### config.mk
export PLATFORM = sky130hd
export DESIGN_NAME = backlight_level_to_drive
export DESIGN_NICKNAME = d
export VERILOG_FILES = /design/src/bl2d_pkg.sv /design/src/backlight_level_to_drive.sv
export SDC_FILE = /design/constraint.sdc
export NUM_CORES = 1
export LEC_CHECK = 0
export BUFFER_PORTS_ARGS = -buffer_cell sky130_fd_sc_hd__buf_2
export CAP_MARGIN = 20
export CORE_MARGIN = 2
export CORE_UTILIZATION = 45
export CTS_CLUSTER_DIAMETER = 120
export CTS_CLUSTER_SIZE = 14
export DETAILED_ROUTE_END_ITERATION = 8
export SYNTH_ARGS = -nofsm -noshare
export SYNTH_HDL_FRONTEND = slang
export SYNTH_SLANG_ARGS = --single-unit
### constraint.sdc
create_clock -name clk -period 18.3 [get_ports clk]
set_clock_uncertainty 0.1 [all_clocks]
set_input_delay 2.745 -clock clk [delete_from_list [all_inputs] [get_ports clk]]
set_output_delay 2.745 -clock clk [all_outputs]
set_load 0.05 [all_outputs]
### src/bl2d_pkg.sv
// bl2d_pkg: widths, reset values and lookup tables for the backlight level mapper
// used by backlight_level_to_drive and its port checker
// depends on nothing
package bl2d_pkg;

	// field widths
	localparam int LVL_W   = 10;
	localparam int DUTY_W  = 10;
	localparam int PULSE_W = 5;
	localparam int CMD_W   = 8;
	localparam int SCALE_W = 7;
	localparam int MAP_W   = 8;
	localparam int PROD_W  = MAP_W + SCALE_W;

	// defaults
	localparam int LEVEL_MAX_DEF = 248;
	localparam logic [SCALE_W-1:0] SCALE_RST = SCALE_W'(90);

	// duty above this threshold is scaled for the panel command
	localparam logic [MAP_W-1:0] CMD_SCALE_TH = MAP_W'(32);

	// divide by 100 through multiply by reciprocal, exact for products below 43690
	localparam int RECIP_SH  = 21;
	localparam int RECIP_100 = (1 << RECIP_SH) / 100 + 1;
	localparam int MULT_W    = 2 * PROD_W;
	localparam int QUOT_W    = 9;

	// lookup tables
	localparam int DUTY_ENTRIES  = 256;
	localparam int PULSE_ENTRIES = 64;

	typedef logic [MAP_W-1:0]   duty_lut_t  [DUTY_ENTRIES];
	typedef logic [PULSE_W-1:0] pulse_lut_t [PULSE_ENTRIES];

	// piecewise-linear duty map, 0 for level zero
	function automatic duty_lut_t build_duty_lut();
		duty_lut_t lut;
		int        v;
		for (int i = 0; i < DUTY_ENTRIES; i++) begin
			if (i == 0)
				v = 0;
			else if (i <= 36)
				v = 26;
			else if (i <= 102)
				v = (489 * i + 7000) / 1000 + 1;
			else
				v = (111 * i - 5633) / 100 + 1;
			lut[i] = MAP_W'(v);
		end
		return lut;
	endfunction

	// one-wire pulse count, 1 beyond the ramp segments
	function automatic pulse_lut_t build_pulse_lut();
		pulse_lut_t lut;
		int         v;
		for (int i = 0; i < PULSE_ENTRIES; i++) begin
			if (i >= 1 && i <= 9)
				v = (320 - 16 * i) / 10;
			else if (i >= 10 && i <= 36)
				v = (23140 - 615 * i) / 1000;
			else
				v = 1;
			lut[i] = PULSE_W'(v);
		end
		return lut;
	endfunction

	localparam duty_lut_t  DUTY_LUT  = build_duty_lut();
	localparam pulse_lut_t PULSE_LUT = build_pulse_lut();

endpackage

### src/backlight_level_to_drive.sv
// backlight_level_to_drive: maps a backlight level request to enable line, pwm duty,
// one-wire pulse count and panel command; depends on bl2d_pkg
//
// usage:
//   input channel  in_valid/in_stall carries level; output channel out_valid/out_stall
//   carries duty, enable_line, pulse_count, cmd_valid, cmd_value and bypassed.
//   a request is taken at a rising edge with valid high and stall low.
//   the input register feeds table lookup and scale multiply into stage 2, and stage 2
//   feeds the reciprocal divide and history compare into the result register.
//   throughput is one request per cycle while the receiver does not stall; the history
//   registers (last pulse count, on flag, last command) are updated only at the last
//   stage, so back-to-back requests see each other's effects in order.
//   when the receiver stalls, the result register holds; the stages behind it keep
//   filling any empty slot, and in_stall rises once the input register cannot move.
//   reset clears all stages and the history and sets line_present to 1 and
//   cmd_scale_percent to 90.
//   configuration is an apb port: line_present at 0x0, cmd_scale_percent at 0x4;
//   write it only while no request is in flight.
module backlight_level_to_drive
	import bl2d_pkg::*;
#(
	parameter int LEVEL_MAX = LEVEL_MAX_DEF
) (
	input  logic               clk,
	input  logic               arst_n,
	// apb configuration
	input  logic               psel,
	input  logic               penable,
	input  logic               pwrite,
	input  logic [2:0]         paddr,
	input  logic [31:0]        pwdata,
	output logic [31:0]        prdata,
	output logic               pready,
	// request input
	input  logic               in_valid,
	output logic               in_stall,
	input  logic [LVL_W-1:0]   level,
	// result output
	output logic               out_valid,
	input  logic               out_stall,
	output logic [DUTY_W-1:0]  duty,
	output logic               enable_line,
	output logic [PULSE_W-1:0] pulse_count,
	output logic               cmd_valid,
	output logic [CMD_W-1:0]   cmd_value,
	output logic               bypassed
);

	localparam logic REG_LINE_PRESENT = 1'b0;
	localparam logic REG_CMD_SCALE    = 1'b1;
	localparam logic [LVL_W-1:0] LEVEL_SAT = LVL_W'(LEVEL_MAX);

	logic               line_present_q;
	logic [SCALE_W-1:0] scale_q;

	logic               valid_s1;
	logic [LVL_W-1:0]   level_s1;

	logic               valid_s2;
	logic               byp_s2;
	logic               off_s2;
	logic               big_s2;
	logic [DUTY_W-1:0]  duty_s2;
	logic [PULSE_W-1:0] pulses_s2;
	logic [PROD_W-1:0]  prod_s2;

	logic [PULSE_W-1:0] last_pulse_q;
	logic               was_on_q;
	logic [CMD_W-1:0]   last_cmd_q;

	logic               out_adv;
	logic               load_s2;
	logic               load_s1;

	// apb register file
	assign pready = 1'b1;

	always_ff @(posedge clk or negedge arst_n) begin
		if (!arst_n) begin
			line_present_q <= 1'b1;
			scale_q        <= SCALE_RST;
		end else if (psel && penable && pwrite) begin
			unique case (paddr[2])
				REG_LINE_PRESENT: line_present_q <= pwdata[0];
				REG_CMD_SCALE:    scale_q        <= pwdata[SCALE_W-1:0];
				default:          ;
			endcase
		end
	end

	always_comb begin
		unique case (paddr[2])
			REG_LINE_PRESENT: prdata = {31'b0, line_present_q};
			REG_CMD_SCALE:    prdata = {{(32-SCALE_W){1'b0}}, scale_q};
			default:          prdata = '0;
		endcase
	end

	// pipeline flow control
	assign out_adv  = !out_valid || !out_stall;
	assign load_s2  = !valid_s2 || out_adv;
	assign load_s1  = !valid_s1 || load_s2;
	assign in_stall = !load_s1;

	// stage 1: input register
	always_ff @(posedge clk or negedge arst_n) begin
		if (!arst_n)
			valid_s1 <= 1'b0;
		else if (load_s1)
			valid_s1 <= in_valid;
	end

	always_ff @(posedge clk) begin
		if (load_s1 && in_valid)
			level_s1 <= level;
	end

	// saturate and look up duty and pulse count, then scale the duty
	logic [LVL_W-1:0]   sat_lvl;
	logic [MAP_W-1:0]   duty_map;
	logic [PULSE_W-1:0] pulses_map;

	always_comb begin
		sat_lvl    = (level_s1 > LEVEL_SAT) ? LEVEL_SAT : level_s1;
		duty_map   = (sat_lvl[LVL_W-1:MAP_W] == '0) ? DUTY_LUT[sat_lvl[MAP_W-1:0]] : '0;
		pulses_map = (sat_lvl[LVL_W-1:6] == '0) ? PULSE_LUT[sat_lvl[5:0]] : PULSE_W'(1);
	end

	// stage 2: mapped values and scaled product
	always_ff @(posedge clk or negedge arst_n) begin
		if (!arst_n)
			valid_s2 <= 1'b0;
		else if (load_s2)
			valid_s2 <= valid_s1;
	end

	always_ff @(posedge clk) begin
		if (load_s2 && valid_s1) begin
			byp_s2    <= !line_present_q;
			off_s2    <= (level_s1 == '0);
			big_s2    <= (duty_map > CMD_SCALE_TH);
			duty_s2   <= line_present_q ? DUTY_W'(duty_map) : level_s1;
			pulses_s2 <= pulses_map;
			prod_s2   <= PROD_W'(duty_map) * PROD_W'(scale_q);
		end
	end

	// divide by 100 and saturate the command above the scale threshold; compare with the history
	logic [MULT_W-1:0] recip_prod;
	logic [QUOT_W-1:0] quot;
	logic [CMD_W-1:0]  cmd_calc;
	logic              pulse_new;
	logic              cmd_new;

	always_comb begin
		recip_prod = MULT_W'(prod_s2) * MULT_W'(RECIP_100);
		quot       = recip_prod[RECIP_SH +: QUOT_W];
		if (!big_s2)
			cmd_calc = duty_s2[CMD_W-1:0];
		else if (quot[QUOT_W-1:CMD_W] != '0)
			cmd_calc = '1;
		else
			cmd_calc = quot[CMD_W-1:0];
		pulse_new = (pulses_s2 != last_pulse_q);
		cmd_new   = !was_on_q && (last_cmd_q != cmd_calc);
	end

	// result register and request history
	always_ff @(posedge clk or negedge arst_n) begin
		if (!arst_n) begin
			out_valid    <= 1'b0;
			last_pulse_q <= '0;
			was_on_q     <= 1'b0;
			last_cmd_q   <= '0;
		end else if (out_adv) begin
			out_valid <= valid_s2;
			if (valid_s2 && !byp_s2) begin
				if (off_s2) begin
					last_pulse_q <= '0;
					was_on_q     <= 1'b0;
					last_cmd_q   <= '0;
				end else begin
					was_on_q <= 1'b1;
					if (pulse_new)
						last_pulse_q <= pulses_s2;
					if (cmd_new)
						last_cmd_q <= cmd_calc;
				end
			end
		end
	end

	always_ff @(posedge clk) begin
		if (out_adv && valid_s2) begin
			bypassed <= byp_s2;
			if (byp_s2) begin
				duty        <= duty_s2;
				enable_line <= 1'b0;
				pulse_count <= '0;
				cmd_valid   <= 1'b0;
				cmd_value   <= '0;
			end else if (off_s2) begin
				duty        <= '0;
				enable_line <= 1'b0;
				pulse_count <= '0;
				cmd_valid   <= 1'b0;
				cmd_value   <= '0;
			end else begin
				duty        <= duty_s2;
				enable_line <= 1'b1;
				pulse_count <= pulse_new ? pulses_s2 : '0;
				cmd_valid   <= cmd_new;
				cmd_value   <= cmd_new ? cmd_calc : '0;
			end
		end
	end

endmodule

; After elaboration in Yosys (flattened, before gate mapping)
; Memories as Yosys holds them, arrays and structs flattened. A register that Yosys moved wholly into a read port is not among the register bits.
; Cells that the tools add are included.
[totals]
elab_cells = 82
output_inout_bits = 61
rom_bits = 2368
reg_bits = 89
in_bits = 52
n_memories = 2
[memory_table]
columns = memory, depth, width, read_ports, rd_ports_with_merged_regs, write_ports, line_no
row1 = (name not given), 256, 8, 1, 0, 0, backlight_level_to_drive.sv:125  ; duty_map = (sat_lvl[LVL_W-1:MAP_W] == '0) ? DUTY_LUT[sat_lvl[MAP_W-1:0]] : '0;
row2 = (name not given), 64, 5, 1, 1, 0, backlight_level_to_drive.sv:126  ; pulses_map = (sat_lvl[LVL_W-1:6] == '0) ? PULSE_LUT[sat_lvl[5:0]] : PULSE_W'(1);
[classes]
mul = 2
order_cmp = 3
n_reduce_logical = 32
n_eq_ne = 2
muxes = 15
n_bitwise = 5
[ops]
columns = cell, n
row1 = $mux W8, 8
row2 = $pmux W32 S2, 1
row3 = $mux W10, 3
row4 = $mul A15 B13 Y28 const B, 1
row5 = $mul A8 B7 Y15, 1
row6 = $gt A10 B8 Y1 const B, 1
row7 = $logic_not A10 Y1, 1
row8 = $mux W5, 2
row9 = $ge A9 B9 Y1 const B, 1
row10 = $logic_not A1 Y1, 9
row11 = $not A8 Y9, 1
row12 = $gt A8 B6 Y1 const B, 1
row13 = $ne A8 B8 Y1, 1
row14 = $logic_and A1 B1 Y1, 7
row15 = $not A6 Y7, 1
row16 = $reduce_and A2 Y1, 3
row17 = $reduce_and A3 Y1, 2
row18 = $reduce_or A3 Y1, 2
row19 = $ne A5 B5 Y1, 1
row20 = $logic_not A4 Y1, 1
row21 = $reduce_bool A2 Y1, 2
row22 = $logic_or A1 B1 Y1, 3
row23 = $not A1 Y1, 3
row24 = $logic_not A2 Y1, 1
row25 = 2 further kinds, 2

; Longest topological paths before layout
[depth]
depth_word = 8
mapped_depth = 36
depth_no_buf = 34

; Worst setup path after synthesis
; No wires, ideal clock.
[synth_timing]
path_type = register to register
startpoint = register level_s1[4]
endpoint = register prod_s2[14], data pin
path_buffers = 2
path_stages_with_launch = 34
t_required_ns = 17.940
slack_ns = 11.242
arrival_ns = 6.698
period_less_slack_ns = 7.058
setup_time_ns = 0.260
cell_sequence = edfxtp_1 -> clkbuf_1 -> nand2_1 -> or2_2 -> o21a_1 -> nand2_1 -> inv_1 -> ha_1 -> clkbuf_1 -> nor3_1 -> nor3_1 -> maj3_1 -> o221ai_1 -> nand3_1 -> and2_1 -> fa_1 -> inv_1 -> fa_1 -> inv_1 -> fa_1 -> inv_1 -> fa_1 -> inv_1 -> ha_1 -> inv_1 -> o21bai_1 -> a21oi_1 -> nor2b_1 -> o21a_1 -> o21ai_0 -> nand2b_1 -> a21oi_1 -> o21ai_0 -> xnor2_1
[synth_between]
elab_chain_cells = 8
elab_cells_between_ends = 9
cone_classes = mul: 1 / order compare: 1 / mux: 4 / bitwise: 1 / reduce/logical: 1 / memory: 1
[synth_lines]
columns = item, line_no
row1 = start: declaration, backlight_level_to_drive.sv:57  ; logic [LVL_W-1:0] level_s1;
row2 = start signal: assignment, backlight_level_to_drive.sv:115  ; level_s1 <= level;
row3 = $gt A10 B8 Y1, backlight_level_to_drive.sv:124  ; sat_lvl = (level_s1 > LEVEL_SAT) ? LEVEL_SAT : level_s1;
row4 = $mux W10 *, backlight_level_to_drive.sv:124
row5 = $not A8 Y9 (implied by the code), backlight_level_to_drive.sv:125
row6 = $mem_v2 Z256 W8, -
row7 = $mux W8 (implied by the code) (2 in a row), backlight_level_to_drive.sv:125
row8 = $mux W8 *, backlight_level_to_drive.sv:125
row9 = $mul A8 B7 Y15 *, backlight_level_to_drive.sv:144  ; prod_s2 <= PROD_W'(duty_map) * PROD_W'(scale_q);
row10 = end signal: assignment, backlight_level_to_drive.sv:144
row11 = end: declaration, backlight_level_to_drive.sv:65  ; logic [PROD_W-1:0] prod_s2;
; Mark *: on every way between the ends. The rest lies on a longest branch, timed or not. The select of a mux whose other input is x is not followed.
; A chain may end at the register's enable or synchronous reset.

; Final worst setup path
[layout_timing]
startpoint = register level_s1[3]
endpoint = register prod_s2[14], data pin
; Same word-level chain as after synthesis.

==> results_dict.tcl <==
set metrics [dict create \
    outcome "finished, final reports clean" \
    routed_wl_mm 27.4 \
    hold_viol_final 0 \
    tns_ns 0 \
    path_common_cell "inv_1" \
    die_w_um 163 \
    worst-setup-path-type "reg2reg" \
    multi_input_area_um2 7790 \
    maxSlewHeadroom_pct 44.7 \
    crit_slowest_cell "a21oi_1" \
    viasPerCell 5.54 \
    yosysWarnings 0 \
    avgSynthCellArea_um2 9.22 \
    setup_violations 0 \
    required_ns 18.30 \
    vias 8883 \
    max_freq_mhz 117 \
    post_cts_buffers 0 \
    grt_pass1_wl_mm 45.3 \
    start_util_pct 45.5 \
    htreeDepth 3 \
    synth_top_area_cell "edfxtp_1" \
    cts-resized-gates 0 \
    wl_per_cell_um 17.1 \
    drv_cap 0 \
    async_flop_share_pct 26.6 \
    grt_max_degree 44 \
    cts_hold_buf 0 \
    hpwlAfterDp_mm 21.3 \
    synth.distinct_cells 69 \
    place_congestion 0.920 \
    rsz0062_at_grt "no" \
    cts_root_buf "clkbuf_16" \
    post-route-util_pct 48.7 \
    clk_latency_ns 0.36 \
    setup_ws_ns 9.77 \
    area_growth_pct 7.00 \
    numCtsBuffers 9 \
    cp_max_fo 43 \
    portBuffers 59 \
    cp_slowest_stage_delay_ns 0.66 \
    drive_above_1_share_pct 9.27 \
    ant_nets 0 \
    diodes 0 \
    first_global_vias 8685 \
    synth_flop_cell "edfxtp_1" \
    fin_cells 1603 \
    crit_arrival_ns 8.53 \
    die-height_um 163 \
    min_period_ns 8.53 \
    critPathLaunchType "flip-flop" \
    num_io_pins 113 \
    clockBufferDepth 2 \
    min_period_over_period_pct 46.6 \
    drtIter0Drc 783 \
    tritoncts "done" \
    cts.sink_count 94 \
    fillers 2407 \
    report.final.slew_viol_count 0 \
    hold_class "reg2reg" \
    synth-edff-count 69 \
    dieArea_um2 26600 \
    postSynthRegisterBits 94 \
    place_ws_ns 9.92 \
    worstSetupEndpointType "flip-flop" \
    track_usage_pct 21.4 \
    nets 1563 \
    antenna_found_initial 0 \
    drcViolationCount 0 \
    core_area_um2 25000 \
    detailedRoute.firstPassIterationCount 5 \
    synth_area_leaders "edfxtp_1, fa_1, ha_1" \
    synth_area_um2 11400 \
    row_count 58 \
    syn-instance-count 1235 \
    synth_top_area_share_pct 18.2 \
    dp.cells 1587 \
    grt_overflow_total 0 \
    max_slew.worst_pin.slew_ns 0.829 \
    path_clk_slew_ns 0.07 \
    rrSetupSlack_ns 9.77 \
    ff_latch_area_um2 2700 \
    yosysSeqAreaShare_pct 23.7 \
]
-- metal layers --
metal / up-vias / GRT usage (%) / routed length [um]
met3: 36 / 2.46 / 1620
met2: 315 / 35.5 / 12900
met5: - / 0 / 0
met1: 4256 / 29.9 / 12400
met4: 0 / 5.71 / 531
li1: 4276 / - / -
-- area by class of cell --
type / instances / area share [%]
inverter: 158 / 4.87
sequential: 94 / 22.2
clock buffer: 9 / 1.85
clock inverter: 7 / 0.513
tap: 330 / 3.39
multi-input combinational: 932 / 63.9
timing repair buffer: 73 / 3.28
-- registers in the layout, summed over array words and instances (netlist names), 7 cells and up --
| name | count |
|---|---|
| duty | 10 |
| prod_s2 | 15 |
| scale_q | 7 |
| cmd_value | 8 |
| last_cmd_q | 8 |
| duty_s2 | 10 |
| level_s1 | 10 |
-- Yosys cell counts (all sizes together), types with 3 or more instances --
cell type and number:
xor2 9, mux2i 3, o211ai 11, and3 12, dfrtp 20, a221oi 6, nor3 21, a221o 3
o21a 9, a211oi 3, a31oi 18, edfxtp 69, fa 98, and2 60, o21bai 5, nand3 34
or2 4, nand4 12, o21ai 60, or3 10, nand3b 3, buf 39, o31ai 6, dfstp 5
a21oi 83, nor2 70, nand2b 14, nor2b 17, inv 157, xnor2 25, mux2 13, nand2 90
a22o 5, o22ai 5, a311oi 3, clkbuf 36, ha 145, o311ai 8, a32o 5, a21o 10
o221ai 5
-- cell families after synthesis --
| logic type | count (synthesis) | share of synthesized area (%) |
|---|---|---|
| flip-flops | 94 | 23.7 |
| XOR/XNOR | 34 | 2.61 |
| AND/OR/NAND/NOR | 352 | 15.4 |
| AO/OA/AOI/OAI | 259 | 14.6 |
| adder cells (fa/ha/maj) | 244 | 33.2 |
| buffers and inverters | 233 | 8.67 |
| multiplexers | 17 | 1.75 |
| other | 2 | 0.0659 |
-- placed cells by master, fill, tap and decap left out, types with 17 or more instances in the layout --
cell / Yosys / final
ha_1: 145 / 145
o21ai_0: 58 / 58
buf_2: 3 / 59
a21oi_1: 83 / 83
nor2_1: 70 / 70
conb_1: 2 / 26
edfxtp_1: 69 / 69
fa_1: 98 / 98
and2_1: 60 / 60
nand3_1: 34 / 34
xnor2_1: 25 / 25
a31oi_1: 18 / 18
nand2_1: 90 / 90
inv_1: 156 / 156
nor3_1: 21 / 21
nor2b_1: 17 / 17
dfrtp_1: 20 / 20
-- metrics by stage --
stage	cell area (um2)	hold slack, ns
2_1_floorplan	11500	0.348
3_3_place_gp	11900	0.366
3_5_place_dp	11900	0.372
4_1_cts	12200	0.394
5_1_grt	12200	0.405
6_report	12200	0.392
-- worst max-delay path, delay by kind of cell (launching register included) --
family          cells  cell delay, ns
compound gates     12            2.72
fa+ha+maj           6            2.61
simple gates        9            1.50
buf+inv             6            0.86
flops               1            0.32
xor+xnor            1            0.14
-- path summary, 6_finish.rpt --
kind	start	end	cells after the start
setup / recovery	level_s1[3]	prod_s2[14]	34
hold / removal	valid_s1	valid_s2	1
setup reg to reg	level_s1[3]	prod_s2[14]	34
hold reg to reg	valid_s1	valid_s2	1
max in group asynchronous	arst_n	scale_q[2]	1
min in group asynchronous	arst_n	last_cmd_q[6]	1
Power is not shown: default switching activity piles up to over one toggle a cycle in this logic, so the estimate is an artifact.
